===== src/lrt_pkg.sv =====
// Shared types and constants for the Luby restart term unit.
// No dependencies; used by the controller, the datapath and the top level.
`timescale 1ns / 1ps
`default_nettype none

package lrt_pkg;

    // Widths fixed by the register and result formats.
    localparam int EXP_BITS  = 5;
    localparam int BASE_BITS = 5;

    localparam logic [BASE_BITS-1:0] BASE_RESET = 5'd2;

    // Commands from the controller to the datapath.
    typedef struct packed {
        logic load;
        logic grow;
        logic shrink;
        logic pow_init;
        logic pow_step;
        logic finish;
        logic saturate;
    } t_lrt_cmd;

    // Status from the datapath to the controller.
    typedef struct packed {
        logic fits;
        logic at_end;
        logic pow_done;
        logic pow_ovf;
    } t_lrt_status;

endpackage

`default_nettype wire


===== src/lrt_ctrl.sv =====
// Controller state machine for the Luby restart term unit.
// Depends on lrt_pkg for the command and status structs.
`timescale 1ns / 1ps
`default_nettype none

module lrt_ctrl (
    input  wire logic                i_clk,
    input  wire logic                i_rst_n,
    input  wire logic                i_start,
    input  wire lrt_pkg::t_lrt_status i_status,
    output lrt_pkg::t_lrt_cmd        o_cmd,
    output logic                     o_busy,
    output logic                     o_valid
);
    import lrt_pkg::*;

    localparam logic [2:0] ST_IDLE   = 3'd0;
    localparam logic [2:0] ST_GROW   = 3'd1;
    localparam logic [2:0] ST_SHRINK = 3'd2;
    localparam logic [2:0] ST_POW    = 3'd3;
    localparam logic [2:0] ST_DONE   = 3'd4;

    logic [2:0] r_state;
    logic [2:0] n_state;

    always_ff @(posedge i_clk) begin
        if (!i_rst_n) begin
            r_state <= ST_IDLE;
        end else begin
            r_state <= n_state;
        end
    end

    always_comb begin
        n_state = r_state;
        o_cmd   = '0;
        unique case (r_state)
            ST_IDLE: begin
                if (i_start) begin
                    o_cmd.load = 1'b1;
                    n_state    = ST_GROW;
                end
            end
            ST_GROW: begin
                if (i_status.fits) begin
                    n_state = ST_SHRINK;
                end else begin
                    o_cmd.grow = 1'b1;
                end
            end
            ST_SHRINK: begin
                if (i_status.at_end) begin
                    o_cmd.pow_init = 1'b1;
                    n_state        = ST_POW;
                end else begin
                    o_cmd.shrink = 1'b1;
                end
            end
            ST_POW: begin
                // The step count is checked before overflow, so a product that
                // would overflow after the last step is never flagged.
                if (i_status.pow_done) begin
                    o_cmd.finish = 1'b1;
                    n_state      = ST_DONE;
                end else if (i_status.pow_ovf) begin
                    o_cmd.finish   = 1'b1;
                    o_cmd.saturate = 1'b1;
                    n_state        = ST_DONE;
                end else begin
                    o_cmd.pow_step = 1'b1;
                end
            end
            ST_DONE: begin
                n_state = ST_IDLE;
            end
            default: begin
                n_state = ST_IDLE;
            end
        endcase
    end

    assign o_busy  = (r_state != ST_IDLE);
    assign o_valid = (r_state == ST_DONE);

endmodule

`default_nettype wire


===== src/lrt_datapath.sv =====
// Datapath of the Luby restart term unit: base register, size and position
// registers, exponent counter, power multiplier and result registers. Uses lrt_pkg.
`timescale 1ns / 1ps
`default_nettype none

module lrt_datapath #(
    parameter int INDEX_BITS = 16,
    parameter int TERM_BITS  = 32
) (
    input  wire logic                          i_clk,
    input  wire logic                          i_rst_n,
    input  wire logic                          i_cfg_we,
    input  wire logic [lrt_pkg::BASE_BITS-1:0] i_cfg_wdata,
    input  wire logic [INDEX_BITS-1:0]         i_index,
    input  wire lrt_pkg::t_lrt_cmd             i_cmd,
    output lrt_pkg::t_lrt_status               o_status,
    output logic [TERM_BITS-1:0]               o_term,
    output logic [lrt_pkg::EXP_BITS-1:0]       o_exponent,
    output logic                               o_saturated
);
    import lrt_pkg::*;

    localparam int SIZE_W = INDEX_BITS + 1;
    localparam int PROD_W = TERM_BITS + BASE_BITS;

    logic [BASE_BITS-1:0]  r_base;
    logic [INDEX_BITS-1:0] r_pos;
    logic [SIZE_W-1:0]     r_size;
    logic [EXP_BITS-1:0]   r_exp;
    logic [EXP_BITS-1:0]   r_cnt;
    logic [TERM_BITS-1:0]  r_prod;
    logic [TERM_BITS-1:0]  r_term;
    logic [EXP_BITS-1:0]   r_exp_out;
    logic                  r_sat;

    logic [SIZE_W-1:0]     w_pos_ext;
    logic [SIZE_W-1:0]     w_half;
    logic [INDEX_BITS-1:0] w_pos_red;
    logic [PROD_W-1:0]     w_prod;

    always_ff @(posedge i_clk) begin
        if (!i_rst_n) begin
            r_base <= BASE_RESET;
        end else if (i_cfg_we) begin
            r_base <= i_cfg_wdata;
        end
    end

    assign w_pos_ext = {1'b0, r_pos};
    // Sizes are always of the form 2^k-1, so (size-1)/2 is a plain shift.
    assign w_half    = r_size >> 1;
    // The position stays below twice the new size, so one subtract reduces it.
    assign w_pos_red = (w_pos_ext >= w_half) ? (r_pos - w_half[INDEX_BITS-1:0]) : r_pos;
    assign w_prod    = {{BASE_BITS{1'b0}}, r_prod} * {{TERM_BITS{1'b0}}, r_base};

    assign o_status.fits     = (r_size > w_pos_ext);
    assign o_status.at_end   = ((r_size - SIZE_W'(1)) == w_pos_ext);
    assign o_status.pow_done = (r_cnt == '0);
    assign o_status.pow_ovf  = |w_prod[PROD_W-1:TERM_BITS];

    always_ff @(posedge i_clk) begin
        if (i_cmd.load) begin
            r_pos  <= i_index;
            r_size <= SIZE_W'(1);
            r_exp  <= '0;
        end else if (i_cmd.grow) begin
            r_size <= {r_size[SIZE_W-2:0], 1'b1};
            r_exp  <= r_exp + EXP_BITS'(1);
        end else if (i_cmd.shrink) begin
            r_size <= w_half;
            r_exp  <= r_exp - EXP_BITS'(1);
            r_pos  <= w_pos_red;
        end
        if (i_cmd.pow_init) begin
            r_cnt  <= r_exp;
            r_prod <= TERM_BITS'(1);
        end else if (i_cmd.pow_step) begin
            r_cnt  <= r_cnt - EXP_BITS'(1);
            r_prod <= w_prod[TERM_BITS-1:0];
        end
        if (i_cmd.finish) begin
            r_term    <= i_cmd.saturate ? {TERM_BITS{1'b1}} : r_prod;
            r_sat     <= i_cmd.saturate;
            r_exp_out <= r_exp;
        end
    end

    assign o_term      = r_term;
    assign o_exponent  = r_exp_out;
    assign o_saturated = r_sat;

endmodule

`default_nettype wire


===== src/luby_restart_term_unit.sv =====
// Top level of the Luby restart term unit: controller plus datapath.
// Depends on lrt_pkg, lrt_ctrl and lrt_datapath.
//
// Usage: write the base through i_cfg_we / i_cfg_wdata (reset value 2) while
// the unit is idle. Present an index on i_index with start high; the
// transaction is taken at a clock edge where busy is low. The unit then
// grows the subsequence size 2^k-1 one step a cycle until the index fits,
// shrinks it one step a cycle while reducing the index, and raises the base
// to the exponent with one multiply a cycle, stopping early on overflow.
// After acceptance the unit passes through the grow, shrink and power
// steps, ending the power step early when the product saturates; then
// o_valid is high for exactly one cycle with o_term, o_exponent and
// o_saturated. busy drops after that cycle, so a new index is taken only
// once the last result has been shown; the two shift/compare loops and the
// single multiplier serve one index at a time. The receiver cannot stall;
// the result registers hold until the next transaction finishes.
// Reset returns the controller to idle and the base to 2.
`timescale 1ns / 1ps
`default_nettype none

module luby_restart_term_unit #(
    parameter int INDEX_BITS = 16,
    parameter int TERM_BITS  = 32
) (
    input  wire logic                          i_clk,
    input  wire logic                          i_rst_n,
    input  wire logic                          i_cfg_we,
    input  wire logic [lrt_pkg::BASE_BITS-1:0] i_cfg_wdata,
    input  wire logic                          start,
    output logic                               busy,
    input  wire logic [INDEX_BITS-1:0]         i_index,
    output logic                               o_valid,
    output logic [TERM_BITS-1:0]               o_term,
    output logic [lrt_pkg::EXP_BITS-1:0]       o_exponent,
    output logic                               o_saturated
);
    import lrt_pkg::*;

    t_lrt_cmd    w_cmd;
    t_lrt_status w_status;

    lrt_ctrl u_ctrl (
        .i_clk    (i_clk),
        .i_rst_n  (i_rst_n),
        .i_start  (start),
        .i_status (w_status),
        .o_cmd    (w_cmd),
        .o_busy   (busy),
        .o_valid  (o_valid)
    );

    lrt_datapath #(
        .INDEX_BITS (INDEX_BITS),
        .TERM_BITS  (TERM_BITS)
    ) u_datapath (
        .i_clk       (i_clk),
        .i_rst_n     (i_rst_n),
        .i_cfg_we    (i_cfg_we),
        .i_cfg_wdata (i_cfg_wdata),
        .i_index     (i_index),
        .i_cmd       (w_cmd),
        .o_status    (w_status),
        .o_term      (o_term),
        .o_exponent  (o_exponent),
        .o_saturated (o_saturated)
    );

endmodule

`default_nettype wire


===== config.mk =====
export PLATFORM = sky130hd
export DESIGN_NAME = luby_restart_term_unit
export DESIGN_NICKNAME = d
export VERILOG_FILES = /design/src/lrt_pkg.sv /design/src/lrt_ctrl.sv /design/src/lrt_datapath.sv /design/src/luby_restart_term_unit.sv
export SDC_FILE = /design/constraint.sdc
export NUM_CORES = 1
export LEC_CHECK = 0
export ABC_AREA = 1
export BUFFER_PORTS_ARGS = -buffer_cell sky130_fd_sc_hd__buf_2
export CORE_ASPECT_RATIO = 0.9
export CORE_MARGIN = 10
export CORE_UTILIZATION = 30
export CTS_CLUSTER_SIZE = 12
export DETAILED_ROUTE_END_ITERATION = 10
export GPL_TIMING_DRIVEN = 1
export SYNTH_ARGS = -nofsm -noshare
export SYNTH_HDL_FRONTEND = slang
export SYNTH_SLANG_ARGS = --single-unit

===== constraint.sdc =====
create_clock -name i_clk -period 14.95 [get_ports i_clk]
set_clock_uncertainty 0.2 [all_clocks]
set_input_delay 0.7475 -clock i_clk [delete_from_list [all_inputs] [get_ports i_clk]]
set_output_delay 0.7475 -clock i_clk [all_outputs]
set_load 0.02 [all_outputs]

# ---- Word level (Yosys, flattened, before mapping)
# Cells that the tools add are included.
dict set report word_totals {
  word_cells 69
  inputBits 25
  output_inout_bits 40
  ff_bits 121
}
dict set report op_classes {
  n_mul 1
  addsub 5
  magnitude_cmp 2
  n_mux 29
  reduce_logical 11
  eq_ne 10
}
# cell n
set op_table {}
lappend op_table {{$mux 16} 4}
lappend op_table {{$mul 32x5->37} 1}
lappend op_table {{$mux 17} 2}
lappend op_table {{$mux 5} 4}
lappend op_table {{$mux 3} 6}
lappend op_table {{$eq 17x16->1} 1}
lappend op_table {{$gt 17x16->1} 1}
lappend op_table {{$sub 17x1->17 const B} 1}
lappend op_table {{$ge 16x16->1} 1}
lappend op_table {{$sub 16x16->16} 1}
lappend op_table {{$pmux 3 s4} 1}
lappend op_table {{$mux 1} 10}
lappend op_table {{$sub 5x1->5 const B} 2}
lappend op_table {{$reduce_bool 2->1} 4}
lappend op_table {{$eq 3x2->1 const B} 2}
lappend op_table {{$ne 2x1->1 const B} 3}
lappend op_table {{$add 5x1->5 const B} 1}
lappend op_table {{$logic_not 5->1} 1}
lappend op_table {{$reduce_or 5->1} 1}
lappend op_table {{$mux 2} 2}
lappend op_table {{$reduce_and 4->1} 1}
lappend op_table {{$eq 3x1->1 const B} 1}
lappend op_table {{$eq 3x3->1 const B} 1}
lappend op_table {{$logic_not 3->1} 1}
lappend op_table {{5 further kinds} 5}

# ---- Depth between registers and ports, before layout
# Gate-level depths: netlist of the first run.
dict set report logic_depth {
  ltp_word 7
  depth_mapped 28
  depth_no_buf 26
}

# ---- Cells and area by module
# A second synthesis of the first run with hierarchy kept.
dict set report hier_totals {
  cells_unflattened 1830
  area_unflattened_um2 12500.7
}
# mod cells_each seq_area_each_um2 instances area_per_inst_um2
set modules_own_cells {}
lappend modules_own_cells {lrt_datapath 1787 2952.8 1 12249.2}
lappend modules_own_cells {lrt_ctrl 43 60.1 1 251.5}

# ---- Least setup slack after synthesis of the first run
# Ideal clock, no wire load.
dict set report synth_path {
  path_type {register to register}
  start {register u_datapath.r_base[3]}
  end {register u_datapath.r_exp_out[0], in the netlist u_datapath.o_exponent[0] (enable)}
  setup_slack_ps 9625
  setup_time_ps 393
  arrival_time_ps 4732
  required_ps 14357
  synth_period_minus_slack_ps 5325
  path_stages_with_launch 26
  cell_sequence {dfxtp_1 -> clkbuf_1 -> clkbuf_1 -> nand2_1 -> inv_1 -> fa_1 -> fa_1 -> inv_1 -> fa_1 -> inv_1 -> ha_1 -> or2_1 -> nand3_1 -> nand2_1 -> nand2_1 -> nand2_2 -> nand2_1 -> nand2_1 -> nand2_1 -> nand2_1 -> nand3_1 -> nor2_2 -> and2_1 -> nand2_1 -> nand2_1 -> inv_1}
}
# item line
set synth_rtl {}
lappend synth_rtl {{start: declaration} lrt_datapath.sv:26} ;# logic [BASE_BITS-1:0] r_base;
lappend synth_rtl {{start signal: assignment} lrt_datapath.sv:45} ;# r_base <= i_cfg_wdata;
lappend synth_rtl {{end signal: assignment} lrt_datapath.sv:84} ;# r_exp_out <= r_exp;
lappend synth_rtl {{end: declaration} lrt_datapath.sv:33} ;# logic [EXP_BITS-1:0] r_exp_out;

# ---- Worst setup path in the final report of the first run
dict set report layout_path {
  start {register u_datapath.r_base[3]}
  end {register u_datapath.r_term[15], in the netlist u_datapath.o_term[15], data pin}
}
dict set report layout_via {
  elab_chain_cells 5
}
# item line
set layout_rtl {}
lappend layout_rtl {{$mul 32x5->37} lrt_datapath.sv:54} ;# assign w_prod = {{BASE_BITS{1'b0}}, r_prod} * {{TERM_BITS{1'b0}}, r_base};
lappend layout_rtl {{$reduce_or 5->1} lrt_datapath.sv:59} ;# assign o_status.pow_ovf = |w_prod[PROD_W-1:TERM_BITS];
lappend layout_rtl {{$mux 2} lrt_ctrl.sv:65} ;# end else if (i_status.pow_ovf) begin
lappend layout_rtl {{$mux 1} lrt_ctrl.sv:62} ;# if (i_status.pow_done) begin
lappend layout_rtl {{$mux 3} lrt_ctrl.sv:37} ;# unique case (r_state)
lappend layout_rtl {{end signal: assignment} lrt_datapath.sv:82} ;# r_term <= i_cmd.saturate ? {TERM_BITS{1'b1}} : r_prod;
lappend layout_rtl {{end: declaration} lrt_datapath.sv:32} ;# logic [TERM_BITS-1:0] r_term;
# Every way passes these cells.
# A chain may end at the register's enable or synchronous reset.

==> results of run 1 <==
-- synth_stat cells (all sizes together) --
library cell / count
nand2: 528
inv: 396
nor2: 173
fa: 92
ha: 83
a21oi: 72
dfxtp: 62
nand3: 62
edfxtp: 59
o21ai: 54
clkbuf: 26
xor2: 25
xnor2: 19
or2: 18
o22ai: 16
buf: 15
nor3: 14
nand4: 13
o21bai: 8
a31oi: 6
a211oi: 5
a31o: 3
and2: 3
nand3b: 3
nor3b: 3
nor4: 3
a21o: 2
and3: 2
o31ai: 2
a221o: 1
a41oi: 1
clkinv: 1
o2111ai: 1
o211ai: 1
o21a: 1
-- logic make-up after synthesis --
group | after synthesis | synth area share
AO/OA/AOI/OAI | 173 | 0.0794
AND/OR/NAND/NOR | 822 | 0.274
XOR/XNOR | 44 | 0.0312
flip-flops | 121 | 0.244
buffers and inverters | 438 | 0.138
adder cells (fa/ha/maj) | 175 | 0.233
-- stage by stage --
| stage | setup WS, ns | instance area [um^2] | std cells |
|---|---|---|---|
| after floorplan | 9.63 | 12400 | 1773 |
| after global placement | 9.00 | 13200 | 2341 |
| after detailed placement | 8.89 | 13200 | 2341 |
| after CTS | 8.85 | 13700 | 2373 |
| after global routing | 8.37 | 13700 | 2373 |
| final | 8.90 | 13700 | 2374 |
-- path summary, 6_finish.rpt --
| kind | from | cells after the start | endpoint |
|---|---|---|---|
| worst min-delay path | u_datapath.r_exp[4] | 0 | u_datapath.o_exponent[4] |
| worst max-delay path | u_datapath.r_base[3] | 23 | u_datapath.o_term[15] |
| worst max register to register | u_datapath.r_base[3] | 23 | u_datapath.o_term[15] |
| worst min register to register | u_datapath.r_exp[4] | 0 | u_datapath.o_exponent[4] |
-- state kept, by name, summed over array words and instances, names as in the netlist --
signal                  cells
u_datapath.r_cnt            5
u_datapath.r_pos           16
u_datapath.r_prod          32
u_datapath.r_base           5
u_datapath.o_term          32
u_datapath.o_saturated      1
u_ctrl.r_state              3
u_datapath.r_size          17
u_datapath.o_exponent       5
u_datapath.r_exp            5
-- where the power goes --
part | switching, mW | leakage [nW] | internal [mW] | total, mW
Clock | 0.183 | 0.286 | 0.228 | 0.411
Combinational | 1.06 | 6.46 | 0.604 | 1.67
Sequential | 0.122 | 1.04 | 0.476 | 0.598
-- area by class of cell --
| class | instances | area share |
|---|---|---|
| multi-input cells | 1214 | 0.555 |
| flip-flops and latches | 121 | 0.219 |
| inverters | 397 | 0.108 |
| well taps | 540 | 0.0492 |
| clock buffers | 18 | 0.0328 |
| repair buffers | 69 | 0.0260 |
| clock inverters | 14 | 0.00874 |
| diodes | 1 | 0.000182 |
-- per-layer routing --
metal | GRT usage | vias to the layer above
met1 | 0.192 | 5002
li1 | - | 5505
met3 | 0.0271 | 33
met2 | 0.213 | 219
met5 | 0 | -
met4 | 0.0422 | 0
-- critical path, stage by stage, from the launching register on --
cell and delay (ns):
dfxtp_1 0.31, buf_4 0.40, nand2_1 0.09, inv_1 0.09
fa_1 0.44, fa_1 0.54, inv_1 0.05, fa_1 0.53
inv_1 0.04, ha_1 0.34, a21oi_1 0.22, nor2_1 0.06
nor2_1 0.23, inv_1 0.07, a21oi_1 0.18, nor2_1 0.07
nor2_1 0.13, nand2_1 0.07, nand2_1 0.06, nand2_1 0.09
and2_1 0.20, nor2_2 0.57, inv_1 0.65, nand2_1 0.24
==> impl_metrics.ini, run 1 <==
[outcome]
status = finished clean

[global_routing]
grt_use_total = 0.139
grt_pass1_vias = 10700
grt_pass1_wl_mm = 55.3
grt_max_degree = 46
overflow = 0
antenna_found_initial = 1

[sta]
fin_crit_ns = 6.05
hold_violations = 0
setup_viol = 0
setup_tns_ns = 0
rsz0062_at_grt = false
whs_ns = 0.310
worst_pin_slew_ns = 1.12
finalCritPeriodShare = 0.405
max-slew-margin-rel = 0.249
maxSlewViolCount = 0
max_freq_mhz = 165

[final_layout]
area_delta_synth_final_pct = 11.2
fin_util = 0.338
n_fill_cell = 4357
fin_nets = 2020
multi_input_area_mm2 = 0.00763
drive_above_1_share = 0.0747
final_cell_mix = nand2_1 (522), inv_1 (392), nor2_1 (165), fa_1 (92), ha_1 (83)
layout_commonest_cell = nand2_1
regArea_mm2 = 0.00301

[drt]
vias = 10800
vias_per_cell = 4.53
top_layer_used = met4
drc = 0
drt_iter0_markers = 778
wl_met3_mm = 1.75
wire_per_inst_um = 14.0
drtPass1Iterations = 5
drtAntennaViolNets = 0
m1WireLength_mm = 16.4
wl_met2_mm = 14.5
routed_wl_mm = 33.3

[clock_network]
htreeDepth = 4
numCtsBuffers = 17
clock_sinks = 121
ctsResizeCount = 0
cts_hold_buf = 0
clkSlewWorstSetupHoldPaths_ns = 0.07
clk_path_buf_depth = 2
cts_setup_buffers = 0
cts_tree = done
clk_latency_ns = 0.45
clock-root-buffer = clkbuf_16

[critical_path]
crit_arrival_ns = 6.13
worstSetupPathType = reg -> reg
path_max_fanout = 33
required_ns = 15.03
endpoint_kind = flop
startpoint_type = flop
reg2reg_slack_ns = 8.90

[logic_synthesis]
yosysTopAreaCell = nand2_1
synth_top_area_frac = 0.159
synth_area_mm2 = 0.0124
ys.warnings.count = 0
ys_ff_latch = 121
ys_seq_area_frac = 0.244
synth.avg_cell_area_um2 = 6.97
synth_area_leaders = nand2_1 (16%), fa_1 (15%), edfxtp_1 (14%)
synth_nets = 1973
syn-instance-count = 1773
synth_cell_types = 49

[place]
port_buffers = 64
gp_congestion = 0.899
dp_hpwl_mm = 25.4

[floorplanning]
num_rows = 70
dieWidth_um = 234
core_area_mm2 = 0.0406
start_util = 0.304
die_area_mm2 = 0.0497
ios = 65
die_y_um = 213

[power]
power_mw = 2.68
ir_worst_vdd_mv = 0.0797
power.density_mw_per_mm2 = 195
cellLeakagePower_nw = 7.79

[min_path]
holdCritPathClass = reg -> reg

[job]
cap_violations = 0
(Power assumes the default switching activity.)
==> run 2: changes to the inputs <==
--- a/config.mk
+++ b/config.mk
@@ -5,7 +5,7 @@
 export SDC_FILE = /design/constraint.sdc
 export NUM_CORES = 1
 export LEC_CHECK = 0
-export ABC_AREA = 1
+export ABC_AREA = 0
 export BUFFER_PORTS_ARGS = -buffer_cell sky130_fd_sc_hd__buf_2
 export CORE_ASPECT_RATIO = 0.9
 export CORE_MARGIN = 10
==> constraint.sdc (replaced) <==
create_clock -name i_clk -period 5.7 [get_ports i_clk]
set_clock_uncertainty 0.2 [all_clocks]
set_input_delay 0.285 -clock i_clk [delete_from_list [all_inputs] [get_ports i_clk]]
set_output_delay 0.285 -clock i_clk [all_outputs]
set_load 0.02 [all_outputs]
==> impl_metrics.ini, run 2 <==
[floorplanning]
die_y_um = 207
num_rows = 68
dieWidth_um = 228
die_area_mm2 = 0.0472
ios = 65
start_util = 0.304
core_area_mm2 = 0.0384

[logic_synthesis]
synth_cell_types = 67
synth_enable_flop_cells = 59
synth.avg_cell_area_um2 = 8.99
synth_area_mm2 = 0.0117
synth_nets = 1500
ys_ff_latch = 121
synth_flop_cell = dfxtp_1
synth-async-reset-ratio = 0
syn-instance-count = 1300
synth_top_area_frac = 0.158
yosysTopAreaCell = fa_1
ys_seq_area_frac = 0.258
ys.warnings.count = 0
synth.most_common_cell = inv_1
synth_area_leaders = fa_1 (16%), edfxtp_1 (15%), dfxtp_1 (11%)
synth_commonest_cells = inv_1 (157), and2_1 (130), fa_1 (92), nand2_1 (92), ha_1 (83)

[outcome]
status = finished clean

[sta]
fin_crit_ns = 5.62
fin_ws_ns = 0.0812
max_freq_mhz = 178
hold_violations = 0
whs_ns = 0.0245
maxSlewViolCount = 0
worst_pin_slew_ns = 1.01
setup_tns_ns = 0
max-slew-margin-rel = 0.325
finalCritPeriodShare = 0.986
setup_viol = 0

[power]
power.density_mw_per_mm2 = 297
sw_frac_of_total = 0.396
power_mw = 4.26
power_frac_comb = 0.418
cellLeakagePower_nw = 6.81
p_int_mw = 2.57
ir_worst_vdd_mv = 0.306
switching_power_mw = 1.69
seq_power_share = 0.298
power_frac_clock = 0.284

[clock_network]
clk_latency_ns = 0.45
clkSlewWorstSetupHoldPaths_ns = 0.06
clock_sinks = 121
clk_path_buf_depth = 2
htreeDepth = 4
numCtsBuffers = 17
cts_tree = done
clock-root-buffer = clkbuf_16

[critical_path]
startpoint_type = flop
crit_arrival_ns = 5.61
endpoint_kind = flop
worstSetupPathType = reg -> reg
path_max_fanout = 6
required_ns = 5.69

[final_layout]
fin_nets = 1617
diodes = 0
final_cell_mix = inv_1 (155), and2_1 (123), nand2_1 (91), fa_1 (89), nor2_1 (78)
fin_util = 0.374
drive_above_1_share = 0.201
fin_cells = 1955
fin_area_mm2 = 0.0144
layout_commonest_cell = inv_1
area_delta_synth_final_pct = 23.0

[place]
gp_congestion = 0.883
postPlaceCellArea_mm2 = 0.0128
dp.cells = 1876
port_buffers = 64
pre_cts_ws_ns = -0.0326
dp_hpwl_mm = 22.3

[drt]
wire_per_inst_um = 16.7
drc = 0
vias = 9654
drtAntennaViolNets = 0
drtPass1Iterations = 5
routed_wl_mm = 32.6
vias_per_cell = 4.94
drt_iter0_markers = 617

[global_routing]
grt_use_total = 0.126
grt_pass1_vias = 9413
grt_max_degree = 40
grt_pass1_wl_mm = 49.0
antenna_found_initial = 0
overflow = 0

[min_path]
holdCritPathClass = in -> reg

[job]
cap_violations = 0
==> run 2: cell types whose count changed in the layout (fill, tap and decap cells not counted), moves of 40 or more <==
| cell | before | now |
|---|---|---|
| nand3_1 | 59 | 19 |
| nor2_1 | 165 | 78 |
| buf_4 | 5 | 45 |
| and2_1 | 3 | 123 |
| inv_1 | 392 | 155 |
| nand2_1 | 522 | 91 |
==> run 2: repair_timing <==
item | 4_1_cts | 5_1_grt
endpoints found under the setup margin | 32 | 104
hold buffers | 23 | 0
cloned | 0 | 12
buffers inserted | 0 | 12
gates resized for setup | 2 | 78
pin swaps | 1 | 46
hold endpoints to repair | 21 | 0
==> run 2: kinds of logic (layout without fill, tap and decap cells) <==
logic type,after synthesis,in the layout,synth area share
multiplexers,40,40,0.0345
flip-flops,121,121,0.258
XOR/XNOR,66,66,0.0495
AO/OA/AOI/OAI,237,237,0.136
AND/OR/NAND/NOR,451,451,0.205
adder cells (fa/ha/maj),175,175,0.247
buffers and inverters,210,340,0.0703
==> run 2: power by group through the flow <==
stage | Sequential (mW) | Clock [mW] | Combinational, mW
after floorplan | 1.20 | 0 | 1.43
after global placement | 1.28 | 0 | 1.68
after detailed placement | 1.28 | 0 | 1.72
after CTS | 1.26 | 1.24 | 1.75
after global routing | 1.29 | 1.28 | 2.01
final | 1.27 | 1.21 | 1.78
==> run 2: critical path: stages, from the launching register on <==
cell and delay (ns):
dfxtp_4 0.39, buf_12 0.15, and2_4 0.13, fa_1 0.56, fa_1 0.43, fa_1 0.55
ha_4 0.22, a211oi_2 0.22, nor2_2 0.07, o41a_1 0.43, o41a_1 0.47, nor3b_2 0.19
a211oi_2 0.09, nor4_2 0.34, buf_4 0.18, nand2_2 0.06, and2_4 0.21, clkbuf_16 0.18
or2_2 0.28
==> run 2: area by class of cell <==
cell class,count,area (um^2)
multi-input cells,969,8160
inverters,157,589
well taps,525,657
repair buffers,151,1290
clock buffers,17,425
fillers,3918,24000
clock inverters,15,214
flip-flops and latches,121,3030
==> run 2: routing by layer <==
layer / GRT usage / share of wire / wire length, um / up-vias
met5: 0 / 0 / 0 / -
met4: 0.0298 / 0.015 / 480 / 0
met3: 0.0294 / 0.054 / 1760 / 37
met2: 0.203 / 0.47 / 15400 / 239
met1: 0.166 / 0.46 / 14900 / 4731
li1: - / - / - / 4647
==> run 2: final timing paths <==
| path | endpoint | depth (start not counted) | slack [ns] | startpoint |
|---|---|---|---|---|
| max | u_datapath.o_term[25] | 18 | 0.08 | u_datapath.r_base[2] |
| min | u_datapath.r_base[0] | 3 | 0.02 | i_cfg_we |
| max reg2reg | u_datapath.o_term[25] | 18 | 0.08 | u_datapath.r_base[2] |
| min reg2reg | u_datapath.o_exponent[4] | 0 | 0.32 | u_datapath.r_exp[4] |
==> run 3: changes to the inputs <==
--- a/config.mk
+++ b/config.mk
@@ -9,7 +9,7 @@
 export BUFFER_PORTS_ARGS = -buffer_cell sky130_fd_sc_hd__buf_2
 export CORE_ASPECT_RATIO = 0.9
 export CORE_MARGIN = 10
-export CORE_UTILIZATION = 30
+export CORE_UTILIZATION = 43
 export CTS_CLUSTER_SIZE = 12
 export DETAILED_ROUTE_END_ITERATION = 10
 export GPL_TIMING_DRIVEN = 1
==> impl_metrics.ini, run 3 (synthesis gave the netlist of run 2 again) <==
[outcome]
status = finished clean

[sta]
maxSlewViolCount = 0
max-slew-margin-rel = 0.484
setup_viol = 0
max_freq_mhz = 183
worst_pin_slew_ns = 0.774
finalCritPeriodShare = 0.961
fin_crit_ns = 5.48
setup_tns_ns = 0
hold_violations = 0

[job]
cap_violations = 0

[clock_network]
clock-root-buffer = clkbuf_16
numCtsBuffers = 17
clock_sinks = 121
cts_tree = done
clk_latency_ns = 0.43
clk_path_buf_depth = 2
htreeDepth = 4
clkSlewWorstSetupHoldPaths_ns = 0.06

[drt]
routed_wl_mm = 29.1
vias = 9365
wire_per_inst_um = 16.6
drt_iter0_markers = 534
drc = 0
drtPass1Iterations = 5
drtAntennaViolNets = 0
vias_per_cell = 5.33

[power]
p_int_mw = 2.43
power_mw = 4.04
power_frac_clock = 0.251
switching_power_mw = 1.61
ir_worst_vdd_mv = 0.248
power.density_mw_per_mm2 = 301
sw_frac_of_total = 0.399
cellLeakagePower_nw = 6.60
seq_power_share = 0.316
power_frac_comb = 0.433

[place]
postPlaceCellArea_mm2 = 0.0126
port_buffers = 64
dp_hpwl_mm = 21.7
gp_congestion = 0.879

[global_routing]
overflow = 0
grt_max_degree = 34
antenna_found_initial = 0
grt_pass1_vias = 9443
grt_use_total = 0.172
grt_pass1_wl_mm = 49.0

[floorplanning]
dieWidth_um = 194
ios = 65
die_area_mm2 = 0.0342
num_rows = 57
die_y_um = 176
core_area_mm2 = 0.0269
start_util = 0.435

[final_layout]
area_delta_synth_final_pct = 14.8
n_fill_cell = 2534
fin_area_mm2 = 0.0134
regArea_mm2 = 0.00302
layout_commonest_cell = inv_1
diodes = 0
final_cell_mix = inv_1 (157), and2_1 (130), nand2_1 (92), fa_1 (92), ha_1 (82)
fin_nets = 1591
fin_util = 0.499
multi_input_area_mm2 = 0.00791
drive_above_1_share = 0.145

[critical_path]
endpoint_kind = flop
worstReg2RegStart = u_datapath.r_base[3]
rr_worst_depth = 19
startpoint_type = flop
cp_common_cell = fa_1
regToRegEndpoint = u_datapath.o_term[19]
worstSetupPathType = reg -> reg
critPathMaxStageDelay_ns = 0.55
crit_slowest_cell = fa_1
crit_arrival_ns = 5.45
required_ns = 5.67
crit_chain = buf_12 -> and2_1 -> fa_1 -> fa_1 -> inv_1 -> fa_1 -> inv_1 -> ha_1 -> a21o_1 -> or3_1 -> a21o_1 -> a31o_2 -> a211oi_2 -> xnor2_1 -> nor4_2 -> nand2_1 -> and2_1 -> buf_4 -> or2_2
path_max_fanout = 33
reg2reg_slack_ns = 0.22

[min_path]
hold_start = i_rst_n
hold_end = u_ctrl.r_state[0]
hold_depth = 2
holdCritPathClass = in -> reg
==> run 3: through the flow <==
step	hold WS, ns	worst slack (ns)	cells
global route	0.0350	-0.0202	1758
finish	0.0349	0.223	1758
floorplan	0.147	0.323	1300
CTS	0.0174	0.0539	1755
detailed placement	0.301	0.0590	1702
global placement	0.296	0.164	1702
==> run 3: power by group through the flow <==
stage / Sequential, mW / Clock [mW] / Combinational [mW]
after detailed placement: 1.29 / 0 / 1.71
final: 1.28 / 1.01 / 1.75
after global routing: 1.30 / 1.08 / 1.98
after floorplan: 1.20 / 0 / 1.43
after global placement: 1.29 / 0 / 1.69
after CTS: 1.27 / 1.04 / 1.74
==> run 3: cell type report <==
class                      instances  area share
clock inverter                    10     0.00578
clock buffer                      22      0.0339
timing repair buffer             125      0.0685
sequential                       121       0.225
inverter                         157      0.0439
tap                              354      0.0330
multi-input combinational        969       0.590
==> run 3: worst max-delay path, delay by kind of cell, from the launching register on <==
| kind | cells | cell delay (ns) |
|---|---|---|
| AO/OA/AOI/OAI | 4 | 0.92 |
| XOR/XNOR | 1 | 0.10 |
| adder cells (fa/ha/maj) | 4 | 1.89 |
| buffers and inverters | 4 | 0.46 |
| flip-flops | 1 | 0.32 |
| AND/OR/NAND/NOR | 6 | 1.35 |
==> run 3: worst max path at each step <==
stage | startpoint | endpoint | cells past startpoint
after global routing | u_datapath.r_base[2] | u_datapath.o_term[21] | 19
after CTS | u_datapath.r_base[3] | u_datapath.o_term[3] | 19
after floorplan | u_datapath.r_base[3] | u_datapath.r_prod[10] | 19
after detailed placement | u_datapath.r_base[3] | u_datapath.o_term[3] | 19
final | u_datapath.r_base[3] | u_datapath.o_term[19] | 19
after global placement | u_datapath.r_base[4] | u_datapath.o_term[1] | 19
==> run 3: repair_timing <==
item,CTS,global route
hold buffers,21,0
endpoints found under the setup margin,0,101
gates resized for setup,0,17
endpoints found under the hold margin,20,0
setup buffers,0,2
==> run 3: metal layers <==
layer,global-route usage,share of wire,vias up
li1,-,-,4596
met1,0.233,0.48,4537
met2,0.270,0.45,206
met3,0.0408,0.056,26
met4,0.0471,0.014,0
met5,0,0,-
